[src/hw/rtl/bqc_pkg.sv]
`timescale 1ns / 1ps
// Shared types and constants for the biquad cascade unit.
package bqc_pkg;

    localparam int DEF_MAX_STAGES = 8;
    localparam int STAGE_IDX_W    = 5;
    localparam int SAMPLE_W       = 16;
    localparam int PROD_W         = 32;
    localparam int ACC_W          = 35;
    localparam int CFG_IDX_W      = 1;
    localparam int CFG_DATA_W     = 4;

    localparam logic FUNC_FILTER = 1'b0;
    localparam logic FUNC_COEF   = 1'b1;

    localparam logic [2:0] SLOT_B0 = 3'd0;
    localparam logic [2:0] SLOT_B1 = 3'd1;
    localparam logic [2:0] SLOT_B2 = 3'd2;
    localparam logic [2:0] SLOT_A1 = 3'd3;
    localparam logic [2:0] SLOT_A2 = 3'd4;

    localparam logic [CFG_IDX_W-1:0] CFG_ACTIVE_STAGES = 1'b0;
    localparam logic [CFG_IDX_W-1:0] CFG_POST_SHIFT    = 1'b1;

    localparam logic signed [SAMPLE_W-1:0] SAT_MAX = 16'sh7FFF;
    localparam logic signed [SAMPLE_W-1:0] SAT_MIN = 16'sh8000;

    typedef struct packed {
        logic                   load_x;
        logic                   coef_wr;
        logic                   mul;
        logic                   first;
        logic                   fin;
        logic                   out_load;
        logic [2:0]             slot;
        logic [STAGE_IDX_W-1:0] stage;
    } bqc_cmd_t;

    typedef struct packed {
        logic [STAGE_IDX_W-1:0] last_stage;
    } bqc_status_t;

endpackage

[src/hw/rtl/biquad_cascade_df1_q15_unit.sv]
`timescale 1ns / 1ps
// Top level of the Q15 direct form I biquad cascade.
//
//  channel  | signals                                          | direction
//  ---------+--------------------------------------------------+----------
//  input    | in_valid/in_ready, func, sample_in, block_end,   | in
//           | coef_stage, coef_slot, coef_value                |
//  output   | out_valid/out_ready, sample_out, block_last      | out
//  config   | cfg_we, cfg_index, cfg_data                      | in
//
// A filter transaction raises out_valid once all N active sections have run (each section:
// multiply steps for B0, B1, B2, A1 and A2, then a shift/saturate/history step); in_ready returns
// with out_valid, so the unit takes no new transaction while a filter transaction is in progress.
// A coefficient write gives no result.
// Reset clears all coefficients and history; active_stages is 1, post_shift 0.
// A held output only stalls the finish cycle of the last section.
module biquad_cascade_df1_q15_unit
    import bqc_pkg::*;
#(
    parameter int MAX_STAGES = DEF_MAX_STAGES
)
(
    input  logic                        clk,
    input  logic                        rst_n,
    input  logic                        in_valid,
    output logic                        in_ready,
    input  logic                        func,
    input  logic signed [SAMPLE_W-1:0]  sample_in,
    input  logic                        block_end,
    input  logic [2:0]                  coef_stage,
    input  logic [2:0]                  coef_slot,
    input  logic signed [SAMPLE_W-1:0]  coef_value,
    output logic                        out_valid,
    input  logic                        out_ready,
    output logic signed [SAMPLE_W-1:0]  sample_out,
    output logic                        block_last,
    input  logic                        cfg_we,
    input  logic [CFG_IDX_W-1:0]        cfg_index,
    input  logic [CFG_DATA_W-1:0]       cfg_data
);

    bqc_cmd_t    cmd;
    bqc_status_t status;

    bqc_ctrl #(
        .MAX_STAGES (MAX_STAGES)
    ) u_ctrl (
        .clk       (clk),
        .rst_n     (rst_n),
        .in_valid  (in_valid),
        .in_ready  (in_ready),
        .func      (func),
        .out_valid (out_valid),
        .out_ready (out_ready),
        .status    (status),
        .cmd       (cmd)
    );

    bqc_dp #(
        .MAX_STAGES (MAX_STAGES)
    ) u_dp (
        .clk        (clk),
        .rst_n      (rst_n),
        .cmd        (cmd),
        .status     (status),
        .sample_in  (sample_in),
        .block_end  (block_end),
        .coef_stage (coef_stage),
        .coef_slot  (coef_slot),
        .coef_value (coef_value),
        .cfg_we     (cfg_we),
        .cfg_index  (cfg_index),
        .cfg_data   (cfg_data),
        .sample_out (sample_out),
        .block_last (block_last)
    );

endmodule

[src/hw/rtl/bqc_dp.sv]
`timescale 1ns / 1ps
// Datapath: coefficient and history storage, shared MAC, shift and saturation.
module bqc_dp
    import bqc_pkg::*;
#(
    parameter int MAX_STAGES = DEF_MAX_STAGES
)
(
    input  logic                        clk,
    input  logic                        rst_n,
    input  bqc_cmd_t                    cmd,
    output bqc_status_t                 status,
    input  logic signed [SAMPLE_W-1:0]  sample_in,
    input  logic                        block_end,
    input  logic [2:0]                  coef_stage,
    input  logic [2:0]                  coef_slot,
    input  logic signed [SAMPLE_W-1:0]  coef_value,
    input  logic                        cfg_we,
    input  logic [CFG_IDX_W-1:0]        cfg_index,
    input  logic [CFG_DATA_W-1:0]       cfg_data,
    output logic signed [SAMPLE_W-1:0]  sample_out,
    output logic                        block_last
);

    localparam int SW = (MAX_STAGES > 1) ? $clog2(MAX_STAGES) : 1;

    logic signed [SAMPLE_W-1:0] b0_reg [MAX_STAGES];
    logic signed [SAMPLE_W-1:0] b1_reg [MAX_STAGES];
    logic signed [SAMPLE_W-1:0] b2_reg [MAX_STAGES];
    logic signed [SAMPLE_W-1:0] a1_reg [MAX_STAGES];
    logic signed [SAMPLE_W-1:0] a2_reg [MAX_STAGES];
    logic signed [SAMPLE_W-1:0] x1_reg [MAX_STAGES];
    logic signed [SAMPLE_W-1:0] x2_reg [MAX_STAGES];
    logic signed [SAMPLE_W-1:0] y1_reg [MAX_STAGES];
    logic signed [SAMPLE_W-1:0] y2_reg [MAX_STAGES];

    logic [3:0]                 active_stages_reg;
    logic [3:0]                 post_shift_reg;
    logic signed [SAMPLE_W-1:0] x_reg;
    logic                       blk_reg;
    logic signed [PROD_W-1:0]   prod_reg;
    logic signed [ACC_W-1:0]    acc_reg;
    logic signed [SAMPLE_W-1:0] out_data_reg;
    logic                       out_last_reg;

    logic [SW-1:0]              st;
    logic [SW-1:0]              wst;
    logic                       wr_ok;
    logic signed [SAMPLE_W-1:0] cf_sel;
    logic signed [SAMPLE_W-1:0] op_sel;
    logic signed [PROD_W-1:0]   prod;
    logic signed [ACC_W-1:0]    sum;
    logic signed [ACC_W-1:0]    shifted;
    logic [3:0]                 shamt;
    logic signed [SAMPLE_W-1:0] y;
    int                         n_stages;

    assign st    = cmd.stage[SW-1:0];
    assign wst   = SW'(coef_stage);
    assign wr_ok = cmd.coef_wr && (32'(coef_stage) < 32'(MAX_STAGES));

    always_comb
    begin
        n_stages = int'(active_stages_reg);
        if (n_stages < 1)
        begin
            n_stages = 1;
        end
        if (n_stages > MAX_STAGES)
        begin
            n_stages = MAX_STAGES;
        end
        status.last_stage = STAGE_IDX_W'(n_stages - 1);
    end

    always_comb
    begin
        case (cmd.slot)
            SLOT_B0:
            begin
                cf_sel = b0_reg[st];
                op_sel = x_reg;
            end
            SLOT_B1:
            begin
                cf_sel = b1_reg[st];
                op_sel = x1_reg[st];
            end
            SLOT_B2:
            begin
                cf_sel = b2_reg[st];
                op_sel = x2_reg[st];
            end
            SLOT_A1:
            begin
                cf_sel = a1_reg[st];
                op_sel = y1_reg[st];
            end
            SLOT_A2:
            begin
                cf_sel = a2_reg[st];
                op_sel = y2_reg[st];
            end
            default:
            begin
                cf_sel = '0;
                op_sel = '0;
            end
        endcase
    end

    assign prod    = cf_sel * op_sel;
    assign sum     = acc_reg + ACC_W'(prod_reg);
    assign shamt   = ~post_shift_reg;
    assign shifted = sum >>> shamt;

    always_comb
    begin
        if (shifted > ACC_W'(SAT_MAX))
        begin
            y = SAT_MAX;
        end
        else if (shifted < ACC_W'(SAT_MIN))
        begin
            y = SAT_MIN;
        end
        else
        begin
            y = shifted[SAMPLE_W-1:0];
        end
    end

    // Coefficients and history: cleared by reset; active_stages resets to 1, post_shift to 0.
    always_ff @(posedge clk or negedge rst_n)
    begin
        if (!rst_n)
        begin
            for (int i = 0; i < MAX_STAGES; i++)
            begin
                b0_reg[i] <= '0;
                b1_reg[i] <= '0;
                b2_reg[i] <= '0;
                a1_reg[i] <= '0;
                a2_reg[i] <= '0;
                x1_reg[i] <= '0;
                x2_reg[i] <= '0;
                y1_reg[i] <= '0;
                y2_reg[i] <= '0;
            end
            active_stages_reg <= 4'd1;
            post_shift_reg    <= '0;
        end
        else
        begin
            if (cfg_we)
            begin
                case (cfg_index)
                    CFG_ACTIVE_STAGES: active_stages_reg <= cfg_data;
                    CFG_POST_SHIFT:    post_shift_reg    <= cfg_data;
                    default:           ;
                endcase
            end
            if (wr_ok)
            begin
                case (coef_slot)
                    SLOT_B0: b0_reg[wst] <= coef_value;
                    SLOT_B1: b1_reg[wst] <= coef_value;
                    SLOT_B2: b2_reg[wst] <= coef_value;
                    SLOT_A1: a1_reg[wst] <= coef_value;
                    SLOT_A2: a2_reg[wst] <= coef_value;
                    default: ;
                endcase
            end
            if (cmd.fin)
            begin
                x1_reg[st] <= x_reg;
                x2_reg[st] <= x1_reg[st];
                y1_reg[st] <= y;
                y2_reg[st] <= y1_reg[st];
            end
        end
    end

    always_ff @(posedge clk)
    begin
        if (cmd.load_x)
        begin
            x_reg   <= sample_in;
            blk_reg <= block_end;
        end
        else if (cmd.fin)
        begin
            x_reg <= y;
        end
        if (cmd.mul)
        begin
            prod_reg <= prod;
            acc_reg  <= cmd.first ? '0 : sum;
        end
        if (cmd.out_load)
        begin
            out_data_reg <= y;
            out_last_reg <= blk_reg;
        end
    end

    assign sample_out = out_data_reg;
    assign block_last = out_last_reg;

endmodule

[src/hw/rtl/bqc_ctrl.sv]
`timescale 1ns / 1ps
// Controller: sequences sections and MAC slots, owns the output handshake.
module bqc_ctrl
    import bqc_pkg::*;
#(
    parameter int MAX_STAGES = DEF_MAX_STAGES
)
(
    input  logic        clk,
    input  logic        rst_n,
    input  logic        in_valid,
    output logic        in_ready,
    input  logic        func,
    output logic        out_valid,
    input  logic        out_ready,
    input  bqc_status_t status,
    output bqc_cmd_t    cmd
);

    localparam int SW = (MAX_STAGES > 1) ? $clog2(MAX_STAGES) : 1;

    typedef enum logic [2:0] {
        ST_IDLE = 3'b001,
        ST_MUL  = 3'b010,
        ST_FIN  = 3'b100
    } state_t;

    state_t        state_reg, state_next;
    logic [SW-1:0] stage_reg, stage_next;
    logic [2:0]    slot_reg, slot_next;
    logic          out_valid_reg, out_valid_next;

    logic          accept;
    logic          is_last;
    logic          fin_go;

    assign accept  = in_valid && in_ready;
    assign is_last = (stage_reg == status.last_stage[SW-1:0]);
    assign fin_go  = (state_reg == ST_FIN) && !(is_last && out_valid_reg && !out_ready);

    always_comb
    begin
        state_next = state_reg;
        stage_next = stage_reg;
        slot_next  = slot_reg;
        case (state_reg)
            ST_IDLE:
            begin
                if (accept && func == FUNC_FILTER)
                begin
                    state_next = ST_MUL;
                    stage_next = '0;
                    slot_next  = SLOT_B0;
                end
            end
            ST_MUL:
            begin
                if (slot_reg == SLOT_A2)
                begin
                    state_next = ST_FIN;
                end
                else
                begin
                    slot_next = slot_reg + 3'd1;
                end
            end
            ST_FIN:
            begin
                if (fin_go)
                begin
                    slot_next = SLOT_B0;
                    if (is_last)
                    begin
                        state_next = ST_IDLE;
                    end
                    else
                    begin
                        state_next = ST_MUL;
                        stage_next = stage_reg + SW'(1);
                    end
                end
            end
            default:
            begin
                state_next = ST_IDLE;
            end
        endcase
    end

    always_comb
    begin
        out_valid_next = out_valid_reg;
        if (fin_go && is_last)
        begin
            out_valid_next = 1'b1;
        end
        else if (out_ready)
        begin
            out_valid_next = 1'b0;
        end
    end

    always_ff @(posedge clk or negedge rst_n)
    begin
        if (!rst_n)
        begin
            state_reg     <= ST_IDLE;
            stage_reg     <= '0;
            slot_reg      <= SLOT_B0;
            out_valid_reg <= 1'b0;
        end
        else
        begin
            state_reg     <= state_next;
            stage_reg     <= stage_next;
            slot_reg      <= slot_next;
            out_valid_reg <= out_valid_next;
        end
    end

    assign in_ready  = (state_reg == ST_IDLE);
    assign out_valid = out_valid_reg;

    always_comb
    begin
        cmd          = '0;
        cmd.load_x   = accept && func == FUNC_FILTER;
        cmd.coef_wr  = accept && func == FUNC_COEF;
        cmd.mul      = (state_reg == ST_MUL);
        cmd.first    = (slot_reg == SLOT_B0);
        cmd.fin      = fin_go;
        cmd.out_load = fin_go && is_last;
        cmd.slot     = slot_reg;
        cmd.stage    = STAGE_IDX_W'(stage_reg);
    end

endmodule

[config.mk]
export PLATFORM = sky130hd
export DESIGN_NAME = biquad_cascade_df1_q15_unit
export DESIGN_NICKNAME = d
export VERILOG_FILES = /design/src/hw/rtl/bqc_pkg.sv /design/src/hw/rtl/biquad_cascade_df1_q15_unit.sv /design/src/hw/rtl/bqc_dp.sv /design/src/hw/rtl/bqc_ctrl.sv
export SDC_FILE = /design/constraint.sdc
export NUM_CORES = 2
export LEC_CHECK = 0
export CAP_MARGIN = 10
export CORE_ASPECT_RATIO = 1.2
export CORE_MARGIN = 4
export CORE_UTILIZATION = 45
export DETAILED_ROUTE_END_ITERATION = 16
export DONT_BUFFER_PORTS = 1
export SLEW_MARGIN = 15
export SYNTH_ARGS = -nofsm -noshare
export SYNTH_HDL_FRONTEND = slang
export SYNTH_SLANG_ARGS = --single-unit
[constraint.sdc]
create_clock -name clk -period 9.3 [get_ports clk]
set_input_delay 0.93 -clock clk [delete_from_list [all_inputs] [get_ports clk]]
set_output_delay 0.93 -clock clk [all_outputs]
set_load 0.005 [all_outputs]
==> qor.txt <==
Worst path max stage delay = 580 ps
number of synthesis warnings = 0
crit-path most repeated cell = fa_1
DRC = 0
die width = 363 µm
Seq cells post-synth = 1271
die area = 158000 µm²
post-route ant nets = 0
CTS Root Buffer Type = clkbuf_16
CP startpoint kind = register
Std-Cell Rows = 156
worst endpoint required time = 9810 ps
antenna cells = 0
vias in the first global route = 49800
worst setup path end = u_dp.prod_reg[30]
Rel. slew slack = 0.223
crit path launch = u_ctrl.stage_reg[1]
setup slack at placement = 469 ps
EDFF count, synth = 101
ys flop type = dfrtp_1
total routed wirelength = 206 mm
leading cell types in the layout, fill and taps excluded = 1165 x dfrtp_1, 859 x nand2_1, 672 x mux2_2
Int Pwr = 0.0128 W
Buffers on Ports = 0
CTS tree = built
PwrDens = 277 nW/µm²
r2r endpoint = u_dp.prod_reg[30]
GRT overflow = 0
metal3 WL = 12.4 mm
arrival time worst endpoint = 9410 ps
worst r2r path cells = 32
Setup violations, final = 0
status = complete, no violations
number of iterations in the first detailed-routing pass = 6
Reg2Reg Launch Point = u_ctrl.stage_reg[1]
Final Cycle Share = 0.956
Setup TNS = 0 ps
Async S/R FF share, synth = 0.921
Flop pwr share = 0.332
hold crit path type = primary input to asynchronous set/reset pin
largest cells by area after synthesis = dfrtp_1 43%, mux2_2 11%, fa_1 7.8%, a22oi_1 5.0%, nand2_1 4.8%
max-slew violations = 0
PnR worst setup slack = 407 ps
maximum VDD drop = 208 µV
Layout area overhead = 10.6%
maximum clock path buffer count = 3
post-synth top area cell = dfrtp_1
Max H-tree Level = 4
global-route wire length before repair = 316 mm
P_leak = 35.1 nW
logic gate share of total power = 0.405
Synth top area share = 0.430
Slew @ Worst Pin = 1150 ps
DRT iter0 DRCs = 4222
number of fill cells in the layout = 13400
Slowest cell on crit path = dfrtp_1
commonest non-fill, non-tap cell in the layout = dfrtp_1
M1 wire length = 86.5 mm
Max Cap Viol = 0
GRT Resource Usage Total = 0.263
R2R Setup Slk = 410 ps
Sw Pwr = 0.00805 W
Mapped Area = 68000 µm²
Worst-path clk slew = 60 ps
CTS sink cnt = 1271
Final Hold Vio Count = 0
top-level I/O count = 69
dpl hpwl = 133 mm
syn nets = 6577
Final nets = 6412
min Tclk post-route = 8890 ps
Initial Util = 0.452
Tot Pwr = 0.0209 W
largest net degree at the start of global routing = 244
CORE AREA = 150000 µm²
Setup Crit Path Kind = register to register
FMAX = 112 MHz
GPL Wtd Cong = 0.932
Syn Inst Count = 6141
register area share after synthesis = 0.475
height of the die = 434 µm
Sw Ratio = 0.386
fraction of layout cells with a size suffix above 1 = 0.210
Vias = 48600
Skew-Pair Late Insertion Delay = 800 ps
CP Capture Type = register
mean post-synth cell area = 11.1 µm²
Clock Power Share = 0.263
post-synthesis cell type count = 100
uppermost layer routed = met4
detail-routed via count per cell = 6.04
RSZ-0062 raised after global routing = false
CTS Buf Count = 136
Max Clock Skew = 46.5 ps
antenna violations before repair = 2
metal2 WL = 101 mm
wire length per cell = 25.6 µm
CP max FO = 28
Yosys cell counts (all sizes together) (7+ instances only):
cell	n
a211oi	18
a31oi	55
o22ai	22
and4	12
a22oi	452
a221o	16
xnor2	43
o221ai	14
dfrtp	1168
nand3b	7
fa	264
buf	94
ha	122
nor4	10
nand2b	37
inv	319
a211o	10
nor3	29
a22o	77
mux4	9
nor2	290
a41o	19
o31ai	14
or2	21
clkbuf	396
a21oi	89
nand3	32
a221oi	80
o21ai	337
nand2	869
a21o	27
xor2	22
nand4	70
o21a	10
and2	21
edfxtp	101
o211ai	21
and3	35
or3	18
nor2b	21
mux2	762
mux2i	17
worst min path at each step:
stage                      endpoint  slack [ps]  cells after the start
floorplan           u_dp.block_last         400                      0
global placement    u_dp.block_last         410                      0
detailed placement  u_dp.block_last         430                      0
CTS                 u_dp.b0_reg[79]          50                      1
global route        u_dp.b0_reg[66]          20                      1
finish               u_dp.b2_reg[1]          40                      1
power groups by stage:
| stage | Combinational, W | Sequential, W | Clock [W] |
|---|---|---|---|
| 2_1_floorplan | 0.00578 | 0.00681 | 0 |
| 3_3_place_gp | 0.00827 | 0.00700 | 0 |
| 3_5_place_dp | 0.00839 | 0.00701 | 0 |
| 4_1_cts | 0.00844 | 0.00692 | 0.00561 |
| 5_1_grt | 0.00938 | 0.00699 | 0.00582 |
| 6_report | 0.00846 | 0.00693 | 0.00548 |
layout make-up:
type | count | area, µm² | area share
clock buffer | 193 | 3860 | 0.0512
clock inverter | 44 | 621 | 0.00824
inverter | 323 | 1210 | 0.0161
multi-input combinational | 4057 | 32900 | 0.437
sequential | 1271 | 32300 | 0.429
tap | 1975 | 2470 | 0.0328
timing repair buffer | 187 | 1920 | 0.0255
layer usage:
metal,vias up,global-route usage
met5,-,0
met4,0,0.0869
met3,379,0.0403
met2,1631,0.443
met1,25300,0.348
li1,21300,-
metrics by stage:
step           utilization  instance area, µm²  hold slack, ps  cells
2_1_floorplan            -               68000             400   6141
3_3_place_gp         0.469               70600             405   7806
3_5_place_dp         0.469               70600             433   7806
4_1_cts              0.499               75200            52.2   8044
5_1_grt              0.500               75300            24.1   8050
6_report             0.500               75300            41.7   8050
worst max-delay path: cells and delay by family (launching register included):
family          cells  cell delay, ps
fa+ha+maj           7            3070
compound gates     12            2660
simple gates        5            1290
buf+inv             7             890
flops               1             580
xor+xnor            1              90
cell families after synthesis:
group	after synthesis	share of synthesized area
buffers and inverters	813	0.0459
DFF	1271	0.475
xor gates and xnor gates	65	0.00837
muxes	788	0.137
adders and majority gates	386	0.100
AOI/OAI and AO/OA	1325	0.139
and+or+nand+nor	1493	0.0952
what timing repair did:
item	4_1_cts	5_1_grt
hold endpoints to repair	106	0
gates resized for setup	0	4
setup buffers	0	3
hold buffers	1	0
setup endpoints to repair	0	5
Note: power is estimated with default switching activity, not from simulation.
